$ cat src/atr_pkg.sv
`timescale 1ns / 1ps
// Shared constants and types for the average true range block.
// No dependencies; imported by the top level, the divider and the testbench.
package atr_pkg;

  localparam int MAX_PERIOD   = 256;
  localparam int PERIOD_RESET = 14;
  localparam int PRICE_W      = 32;
  localparam int SUM_W        = 40;
  localparam int PERIOD_W     = 9;
  localparam int CNT_W        = $clog2(MAX_PERIOD + 1);
  localparam int DIV_CNT_W    = $clog2(SUM_W);

  // Divider status seen by the sequencer.
  typedef struct packed {
    logic busy;
    logic done;
  } div_sts_t;

endpackage

$ cat src/average_true_range.sv
`timescale 1ns / 1ps
// A bar that yields a result raises out_tvalid once the 40-step bit-serial divider is done;
// the block takes a new bar only once it is through with the last one (in_tready only in
// ST_IDLE), and a stalled result holds the next result in the final state (ST_FIN).
// Reset (rst_n low, synchronous): period 14; prev close, sum, count, average and result cleared.
// Top level: sequencer for true range, warm-up sum, Wilder update. Uses atr_pkg, atr_div.
module average_true_range (
  input  logic        clk,
  input  logic        rst_n,
  // configuration: smoothing_period
  input  logic        cfg_wr_en,
  input  logic [8:0]  cfg_wr_data,
  // input bars
  input  logic        in_tvalid,
  output logic        in_tready,
  input  logic [95:0] in_tdata,   // high_price [31:0], low_price [63:32], close_price [95:64]
  input  logic        in_tuser,   // series_start
  // results
  output logic        out_tvalid,
  input  logic        out_tready,
  output logic [31:0] out_tdata   // atr_value [31:0]
);
  import atr_pkg::*;

  typedef enum logic [2:0] {
    ST_IDLE, ST_HL, ST_HC, ST_LC, ST_UPD, ST_CHK, ST_DIV, ST_FIN
  } state_t;

  state_t               state_r;
  logic [CNT_W-1:0]     period_r;
  logic [PRICE_W-1:0]   hi_r, lo_r, cl_r;
  logic                 start_r;
  logic                 first_r;
  logic                 steady_r;
  logic                 neg_r;
  logic [PRICE_W-1:0]   prev_close_r;
  logic [SUM_W-1:0]     sum_r;
  logic [CNT_W-1:0]     bars_r;
  logic [PRICE_W-1:0]   avg_r;
  logic [PRICE_W-1:0]   tr_r;
  logic [SUM_W-1:0]     dvd_r;
  logic                 div_start_r;
  logic                 out_valid_r;
  logic [PRICE_W-1:0]   out_data_r;

  logic [SUM_W-1:0]     quotient;
  div_sts_t             div_sts;

  // Shared-path datapath terms, one subtract per state.
  logic [PRICE_W:0]     hl_diff;
  logic [PRICE_W:0]     pc_diff;
  logic [PRICE_W-1:0]   pc_abs;
  logic [PRICE_W:0]     avg_diff;
  logic [PRICE_W-1:0]   avg_mag;
  logic [PRICE_W-1:0]   q_lo;
  logic [PRICE_W-1:0]   avg_new;
  logic                 out_free;

  always_comb begin
    hl_diff  = {1'b0, hi_r} - {1'b0, lo_r};
    // high against previous close in HC, low against it in LC
    pc_diff  = (state_r == ST_HC) ? ({1'b0, hi_r} - {1'b0, prev_close_r})
                                  : ({1'b0, lo_r} - {1'b0, prev_close_r});
    pc_abs   = pc_diff[PRICE_W] ? (~pc_diff[PRICE_W-1:0] + PRICE_W'(1))
                                : pc_diff[PRICE_W-1:0];
    avg_diff = {1'b0, tr_r} - {1'b0, avg_r};
    avg_mag  = avg_diff[PRICE_W] ? (~avg_diff[PRICE_W-1:0] + PRICE_W'(1))
                                 : avg_diff[PRICE_W-1:0];
    q_lo     = quotient[PRICE_W-1:0];
    // avg += trunc(diff / P), modulo 2^32
    avg_new  = neg_r ? (avg_r - q_lo) : (avg_r + q_lo);
    out_free = !out_valid_r || out_tready;
  end

  atr_div u_div (
    .clk      (clk),
    .rst_n    (rst_n),
    .start    (div_start_r),
    .dividend (dvd_r),
    .divisor  (period_r),
    .quotient (quotient),
    .sts      (div_sts)
  );

  // Period register: clamp to 1..MAX_PERIOD as it is written.
  always_ff @(posedge clk) begin
    if (!rst_n) begin
      period_r <= CNT_W'(PERIOD_RESET);
    end else if (cfg_wr_en) begin
      if (cfg_wr_data == '0) begin
        period_r <= CNT_W'(1);
      end else if (32'(cfg_wr_data) > 32'(MAX_PERIOD)) begin
        period_r <= CNT_W'(MAX_PERIOD);
      end else begin
        period_r <= CNT_W'(cfg_wr_data);
      end
    end
  end

  // Sequencer with its registered outputs and bar state.
  always_ff @(posedge clk) begin
    if (!rst_n) begin
      state_r      <= ST_IDLE;
      prev_close_r <= '0;
      sum_r        <= '0;
      bars_r       <= '0;
      avg_r        <= '0;
      div_start_r  <= 1'b0;
      out_valid_r  <= 1'b0;
    end else begin
      // launch the divider when the check state finds a division to do
      div_start_r <= (state_r == ST_CHK) && (steady_r || (bars_r >= period_r));
      // drop the result once the consumer takes it; the final state loads the next one
      if (out_valid_r && out_tready && (state_r != ST_FIN)) begin
        out_valid_r <= 1'b0;
      end
      case (state_r)
        ST_IDLE: begin
          if (in_tvalid) begin
            state_r <= ST_HL;
          end
        end
        ST_HL: begin
          // high minus low, clamped at zero; later maxima are never negative
          tr_r    <= hl_diff[PRICE_W] ? '0 : hl_diff[PRICE_W-1:0];
          first_r <= start_r || (bars_r == '0);
          state_r <= (start_r || (bars_r == '0)) ? ST_UPD : ST_HC;
        end
        ST_HC: begin
          if (pc_abs > tr_r) tr_r <= pc_abs;
          state_r <= ST_LC;
        end
        ST_LC: begin
          if (pc_abs > tr_r) tr_r <= pc_abs;
          state_r <= ST_UPD;
        end
        ST_UPD: begin
          prev_close_r <= cl_r;
          if (first_r) begin
            sum_r    <= SUM_W'(tr_r);
            bars_r   <= CNT_W'(1);
            steady_r <= 1'b0;
          end else if (bars_r < CNT_W'(MAX_PERIOD) && bars_r < period_r) begin
            sum_r    <= sum_r + SUM_W'(tr_r);
            bars_r   <= bars_r + CNT_W'(1);
            steady_r <= 1'b0;
          end else begin
            steady_r <= 1'b1;
            neg_r    <= avg_diff[PRICE_W];
            dvd_r    <= SUM_W'(avg_mag);
          end
          state_r <= ST_CHK;
        end
        ST_CHK: begin
          if (steady_r) begin
            state_r <= ST_DIV;
          end else if (bars_r >= period_r) begin
            dvd_r   <= sum_r;
            state_r <= ST_DIV;
          end else begin
            state_r <= ST_IDLE;
          end
        end
        ST_DIV: begin
          if (div_sts.done && !div_sts.busy) begin
            state_r <= ST_FIN;
          end
        end
        ST_FIN: begin
          // hold here while an older result still waits for its transfer
          if (out_free) begin
            if (steady_r) begin
              avg_r      <= avg_new;
              out_data_r <= avg_new;
            end else begin
              avg_r      <= q_lo;
              out_data_r <= q_lo;
              bars_r     <= CNT_W'(MAX_PERIOD);
            end
            out_valid_r <= 1'b1;
            state_r     <= ST_IDLE;
          end
        end
        default: begin
          state_r <= ST_IDLE;
        end
      endcase
    end
  end

  // Capture the bar on its transfer.
  always_ff @(posedge clk) begin
    if (in_tvalid && in_tready) begin
      hi_r    <= in_tdata[31:0];
      lo_r    <= in_tdata[63:32];
      cl_r    <= in_tdata[95:64];
      start_r <= in_tuser;
    end
  end

  assign in_tready  = (state_r == ST_IDLE);
  assign out_tvalid = out_valid_r;
  assign out_tdata  = out_data_r;

endmodule

$ cat src/atr_div.sv
`timescale 1ns / 1ps
// Restoring bit-serial divider: one quotient bit per cycle, SUM_W steps.
// Depends on atr_pkg.
module atr_div (
  input  logic                         clk,
  input  logic                         rst_n,
  input  logic                         start,
  input  logic [atr_pkg::SUM_W-1:0]    dividend,
  input  logic [atr_pkg::CNT_W-1:0]    divisor,
  output logic [atr_pkg::SUM_W-1:0]    quotient,
  output atr_pkg::div_sts_t            sts
);
  import atr_pkg::*;

  logic [SUM_W-1:0]     q_r, q_nxt;
  logic [CNT_W-1:0]     rem_r, rem_nxt;
  logic [DIV_CNT_W-1:0] cnt_r;
  logic                 busy_r;
  logic                 done_r;
  logic [CNT_W:0]       rem_sh;
  logic                 ge;
  logic [CNT_W:0]       rem_sub;

  // One restoring step: shift in the next dividend bit, subtract if it fits.
  always_comb begin
    rem_sh  = {rem_r, q_r[SUM_W-1]};
    ge      = (rem_sh >= {1'b0, divisor});
    rem_sub = rem_sh - {1'b0, divisor};
    rem_nxt = ge ? rem_sub[CNT_W-1:0] : rem_sh[CNT_W-1:0];
    q_nxt   = {q_r[SUM_W-2:0], ge};
  end

  always_ff @(posedge clk) begin
    if (!rst_n) begin
      busy_r <= 1'b0;
      done_r <= 1'b0;
      cnt_r  <= '0;
    end else begin
      // pulse done together with the last step
      done_r <= !start && busy_r && (cnt_r == DIV_CNT_W'(SUM_W - 1));
      if (start) begin
        busy_r <= 1'b1;
        cnt_r  <= '0;
      end else if (busy_r) begin
        cnt_r <= cnt_r + DIV_CNT_W'(1);
        if (cnt_r == DIV_CNT_W'(SUM_W - 1)) begin
          busy_r <= 1'b0;
        end
      end
    end
  end

  always_ff @(posedge clk) begin
    if (start) begin
      q_r   <= dividend;
      rem_r <= '0;
    end else if (busy_r) begin
      q_r   <= q_nxt;
      rem_r <= rem_nxt;
    end
  end

  assign quotient = q_r;
  assign sts.busy = busy_r;
  assign sts.done = done_r;

endmodule

$ cat config.mk
export PLATFORM = sky130hd
export DESIGN_NAME = average_true_range
export DESIGN_NICKNAME = d
export VERILOG_FILES = /design/src/atr_pkg.sv /design/src/average_true_range.sv /design/src/atr_div.sv
export SDC_FILE = /design/constraint.sdc
export NUM_CORES = 1
export LEC_CHECK = 0
export ABC_AREA = 1
export BUFFER_PORTS_ARGS = -buffer_cell sky130_fd_sc_hd__buf_4
export CAP_MARGIN = 10
export CORE_ASPECT_RATIO = 1.25
export CORE_MARGIN = 2
export CORE_UTILIZATION = 37
export DETAILED_ROUTE_END_ITERATION = 8
export MAX_ROUTING_LAYER = met4
export PLACE_DENSITY_LB_ADDON = 0.12
export SKIP_CTS_REPAIR_TIMING = 1
export SLEW_MARGIN = 40
export SYNTH_ARGS = -nofsm -noshare
export SYNTH_HDL_FRONTEND = slang
export SYNTH_SLANG_ARGS = --single-unit
export TNS_END_PERCENT = 100
$ cat constraint.sdc
create_clock -name clk -period 8.6 [get_ports clk]
set_input_delay 1.29 -clock clk [delete_from_list [all_inputs] [get_ports clk]]
set_output_delay 1.29 -clock clk [all_outputs]
set_load 0.005 [all_outputs]
Word-level counts from Yosys, hierarchy flattened
Cells that the tools add are included.
{ "classes": {"magnitude_cmp": 6, "muxes": 39, "bitwise": 5, "n_reduce_logical": 34, "n_addsub": 12, "n_eq_ne": 19} }
{ "ops": {"columns": ["op", "n"], "rows": [
  ["$mux W40", 8],
  ["$mux W32", 6],
  ["$sub A32 B32 Y33", 4],
  ["$pmux W40 S2", 1],
  ["$add A32 B1 Y32 const B", 2],
  ["$not A32 Y32", 2],
  ["$pmux W32 S2", 1],
  ["$mux W9", 7],
  ["$add A40 B32 Y40", 1],
  ["$mux W33", 1],
  ["$add A32 B32 Y32", 1],
  ["$gt A32 B32 Y1", 1],
  ["$sub A32 B32 Y32", 1],
  ["$pmux W3 S8", 1],
  ["$logic_not A9 Y1", 2],
  ["$mux W3", 6],
  ["$pmux W9 S2", 1],
  ["$ne A2 B2 Y1 const B", 7],
  ["$eq A3 B3 Y1 const B", 4],
  ["$ge A10 B9 Y1", 1],
  ["$reduce_bool A2 Y1", 5],
  ["$add A9 B1 Y9 const B", 1],
  ["$ge A9 B9 Y1", 1],
  ["$gt A9 B9 Y1 const B", 1],
  ["other kinds (20)", 49]
]} }
{ "totals": {"regBits": 388, "out_inout_bits": 34, "wordCells": 138} }

Logic depth before layout (Yosys ltp)
{ "depth": {"depth_word": 8, "mapped_depth": 35, "mapped_depth_nobuf": 34} }

Hierarchy
From an unflattened synthesis, not the netlist that was laid out.
{ "hier_totals": {"cells_unflattened": 4305, "hier_area_um2": 29980.0} }
{ "modules_own_cells": {"columns": ["module", "area_per_inst_um2", "n_inst", "cells_per_inst", "seq_area_each_um2"], "rows": [
  ["average_true_range", 27004.6, 1, 3939, 8668.3],
  ["atr_div", 2975.4, 1, 366, 1541.5]
]} }

Least setup slack after synthesis
No wires, ideal clock.
{ "synth_timing": {"path_type": "flip-flop to flip-flop", "startpoint": "reg state_r[0]", "endpoint": "reg tr_r[0], enable pin", "t_arrival_ns": 5.303, "path_stages_with_launch": 30, "required_time_ns": 7.943, "setup_slack_ns": 2.640, "cell_sequence": "dfxtp_1 -> clkinv_1 -> nand2_1 -> clkbuf_1 -> a21oi_1 -> ha_1 -> fa_1 -> inv_1 -> nand2_1 -> nand2_1 -> nand3_1 -> nand2_1 -> nand2_1 -> nand2_1 -> nand2_1 -> nor2_1 -> nand3_1 -> nor2_1 -> nand3_1 -> nand2_2 -> nand2_1 -> nand2_1 -> nand2_2 -> ha_1 -> nand2_1 -> or4_1 -> nor2_1 -> nand3_1 -> nand4_1 -> o21ai_0"} }
{ "synth_via": {"elab_chain_cells": 8, "elab_cells_between_ends": 12} }
{ "synth_rtl": {"columns": ["element", "line_no", "source"], "rows": [
  ["from (decl)", "average_true_range.sv:29", "state_t state_r;"],
  ["from (signal assigned)", "average_true_range.sv:127", "state_r <= (start_r || (bars_r == '0)) ? ST_UPD : ST_HC;"],
  ["$eq A3 B2 Y1", "average_true_range.sv:62, average_true_range.sv:117", null],
  ["$mux W33", "average_true_range.sv:62", "pc_diff = (state_r == ST_HC) ? ({1'b0, hi_r} - {1'b0, prev_close_r})"],
  ["$not A32 Y32", "average_true_range.sv:64", "pc_abs = pc_diff[PRICE_W] ? (~pc_diff[PRICE_W-1:0] + PRICE_W'(1))"],
  ["$add A32 B1 Y32", "average_true_range.sv:64", null],
  ["$mux W32", "average_true_range.sv:64", null],
  ["$gt A32 B32 Y1", "average_true_range.sv:130, average_true_range.sv:134", null],
  ["$ne A2 B1 Y1 (no source line)", null, null],
  ["$reduce_and A3 Y1 (no source line) *", null, null],
  ["to (signal assigned)", "average_true_range.sv:125", "tr_r <= hl_diff[PRICE_W] ? '0 : hl_diff[PRICE_W-1:0];"],
  ["to (signal assigned)", "average_true_range.sv:130", "if (pc_abs > tr_r) tr_r <= pc_abs;"],
  ["to (signal assigned)", "average_true_range.sv:134", "if (pc_abs > tr_r) tr_r <= pc_abs;"],
  ["to (decl)", "average_true_range.sv:40", "logic [PRICE_W-1:0] tr_r;"]
]} }
Every way passes the cells marked *; elsewhere a longest branch is shown, timed or not.
A chain may end at the register's enable or synchronous reset.

Worst setup path in the final report
{ "layout_timing": {"startpoint": "reg state_r[1]", "endpoint": "reg tr_r[28], enable pin"} }
Same word-level chain as after synthesis.

==> flow_summary_export.csv <==
group,metric,value,unit
power_and_ir_drop,p_comb_frac,0.361,
setup_path,startpoint_type,"register",
die,die_w,257.2,µm
final_layout,final_cell_mix,"nand2_1, inv_1, nor2_1",
yosys,synth_edf_count,244,
final_layout,final_common_cell,"nand2_1",
global_routing,grt_pass1_wl,146.6,mm
yosys,ys_ff_latch,388,
setup_path,cp.required,8.91,ns
cts,cts.sinks,388,
setup_path,end_kind,"register",
setup_path,path_class,"register to register",
final_layout,diodes,0,
setup_path,critPathArrivalTime,7.12,ns
global_routing,grtUsageTotal,0.2341,
final_layout,fin_cells,5515,
cts,worstSkewPairLatency,0.64,ns
hold_path,hold_start,"prev_close_r[23]$_SDFFE_PN0P_",
die,start_util,0.3722,
drt,drtIter0Drc,1236,
setup_path,r2r-start,"state_r[1]$_SDFFE_PN0P_",
drt,drtPass1Iterations,5,
yosys,synthArstFlopShare,0,
cts,cts_tree,"done",
power_and_ir_drop,powerDensity,198.9,mW/mm²
setup_path,cpPeakStageDelay,0.61,ns
yosys,synth_top_flop_cell,"edfxtp_1",
cts,path_clk_slew,0.06,ns
power_and_ir_drop,sw_frac_of_total,0.3843,
placement,place_ws,1.708,ns
final_layout,fin_util,0.4204,
cts,cts-root-buf,"clkbuf_16",
placement,dp_hpwl,78.00,mm
global_routing,grt-busiest-layer,"met2",
setup_path,critical_path.slowest_cell,"or4_1",
sta,hold_viol,0,
final_layout,drive_above_1_share,0.07433,
cts,clock_path_buffers,3,
die,ios,145,
power_and_ir_drop,intPower,4.103,mW
yosys,syn_area_per_cell,6.924,µm²
power_and_ir_drop,pwr-share-seq,0.338,
sta,fin_crit_sh,0.7909,
sta,grt_setup_unrepaired,"false",
power_and_ir_drop,ir_drop,0.1674,mV
yosys,syn_nets,4617,
sta,relSlewSlack,0.3851,
final_layout,fin_nets,4747,
sta,worstMarginPinSlew,0.9127,ns
power_and_ir_drop,power_frac_clock,0.301,
power_and_ir_drop,p_leak,15.60,nW
yosys,ys_types,54,
global_routing,grt_overflow_total,0,
global_routing,use_met1,0.2475,
sta,worst_slack,1.798,ns
cts,htreeDepth,2,
drt,post_drt_wl_per_cell,17.23,µm
die,die_y,320.6,µm
run,maxCapViolCount,0,
yosys,synthCells,4284,
power_and_ir_drop,power.net_switching,2.561,mW
global_routing,grt.met3_usage,0.02236,
hold_path,min_path_type,"register to register",
drt,antenna_left,0,
yosys,yosysWarningCount,0,
run_status,outcome,"finished, final reports clean",
drt,vias,27460,
setup_path,crit_top_cell,"nand2_1",
drt,drt_drc_violations_left,0,
placement,place_inst,5426,
sta,maxSlewViolCount,0,
sta,final.setup_skew,0.02574,ns
global_routing,grt.met2_usage,0.4397,
drt,wirelength,95.04,mm
yosys,netlist_area,0.02966,mm²
setup_path,worst-path-max-fanout,36,
yosys,ys_seq_area_frac,0.3442,
sta,fin_tns_setup,0,ns
sta,setup_viol,0,
global_routing,grt_pass1_vias,27580,
sta,timing.fmax,147.0,MHz
die,rows,116,
drt,via_per_inst,4.980,
die,die_area,0.08246,mm²
setup_path,critPathLaunch,"state_r[1]$_SDFFE_PN0P_",
power_and_ir_drop,finalPower,6.664,mW
global_routing,grt_max_degree,74,
placement,globalplace.congestion,0.9650,
final_layout,area_growth,12.93,%
placement,portBuffers,144,
cts,cts_buffers,47,
global_routing,antenna_found_initial,1,
die,core,0.07968,mm²
sta,fin_crit,6.802,ns
[sequential cells by signal, summed over array words and instances, names as in the netlist]
register,count
neg_r,1
u_div.cnt_r,6
lo_r,32
first_r,1
out_tvalid,1
bars_r,9
cl_r,32
sum_r,40
prev_close_r,32
dvd_r,40
start_r,1
u_div.done_r,1
avg_r,32
u_div.busy_r,1
steady_r,1
tr_r,32
out_tdata,32
period_r,9
div_start_r,1
u_div.rem_r,9
hi_r,32
u_div.quotient,40
state_r,3
[power by group through the flow]
stage	clock network [mW]	logic, mW	registers [mW]
2_1_floorplan	0	1.76	2.26
3_3_place_gp	0	2.39	2.29
3_5_place_dp	0	2.40	2.29
4_1_cts	2.06	2.41	2.25
5_1_grt	2.13	2.74	2.27
6_report	2.00	2.41	2.25
[cells by family after synthesis]
family | count (synthesis) | synth area share
xor+xnor | 138 | 0.04100
flops | 388 | 0.3442
fa+ha+maj | 222 | 0.09517
buf+inv | 750 | 0.09588
compound gates | 806 | 0.1467
simple gates | 1980 | 0.2770
[synth_stat cells (15+ instances only)]
| cell type | n | area [µm²] |
|---|---|---|
| a31oi_1 | 17 | 106.4 |
| o21ai_0 | 305 | 1526 |
| dfxtp_1 | 144 | 2883 |
| nor3_1 | 45 | 225.2 |
| nand4_1 | 44 | 275.3 |
| nand2_2 | 27 | 168.9 |
| inv_1 | 649 | 2436 |
| xor2_1 | 102 | 893.4 |
| nand3_1 | 243 | 1216 |
| a211oi_1 | 15 | 112.6 |
| edfxtp_1 | 244 | 7327 |
| nand2_1 | 1175 | 4410 |
| a21oi_1 | 364 | 1822 |
| ha_1 | 216 | 2703 |
| o21bai_1 | 20 | 150.1 |
| o211ai_1 | 18 | 135.1 |
| xnor2_1 | 35 | 306.5 |
| nor2_1 | 371 | 1393 |
| nor4_1 | 15 | 93.84 |
| clkbuf_1 | 75 | 281.5 |
[worst paths after layout]
| path | slack [ns] | endpoint | cells after the start |
|---|---|---|---|
| worst max register to register | 1.80 | tr_r[28]$_DFFE_PP_ | 33 |
| worst min-delay path | 0.46 | prev_close_r[23]$_SDFFE_PN0P_ | 2 |
| worst max-delay path | 1.80 | tr_r[28]$_DFFE_PP_ | 33 |
| worst min register to register | 0.46 | prev_close_r[23]$_SDFFE_PN0P_ | 2 |
[final cells by class]
cell class	count	area [µm²]
Clock inverter	29	241.5
Inverter	661	2481
Timing Repair Buffer	170	1295
Multi-Input combinational cell	3146	16650
Fill cell	8458	46190
Tap cell	1062	1329
Clock buffer	59	1291
Sequential cell	388	10210
[stage by stage]
step / hold slack, ns / cell area, µm²
2_1_floorplan: 0.4299 / 29660
3_3_place_gp: 0.4496 / 31920
3_5_place_dp: 0.4554 / 31940
4_1_cts: 0.4652 / 33480
5_1_grt: 0.4842 / 33500
6_report: 0.4601 / 33500
[worst max-delay path: cells and delay by family (launching register included)]
kind            cells  cell delay (ns)
compound gates      3             0.64
flops               1             0.39
simple gates       22             3.40
buf+inv             6             1.34
fa+ha+maj           2             0.70
[metal layers]
metal	vias up	wire, µm
met5	-	0
met4	0	4343
met3	200	3169
met2	558	49650
met1	12380	37890
li1	14330	-
(Power assumes the default switching activity.)
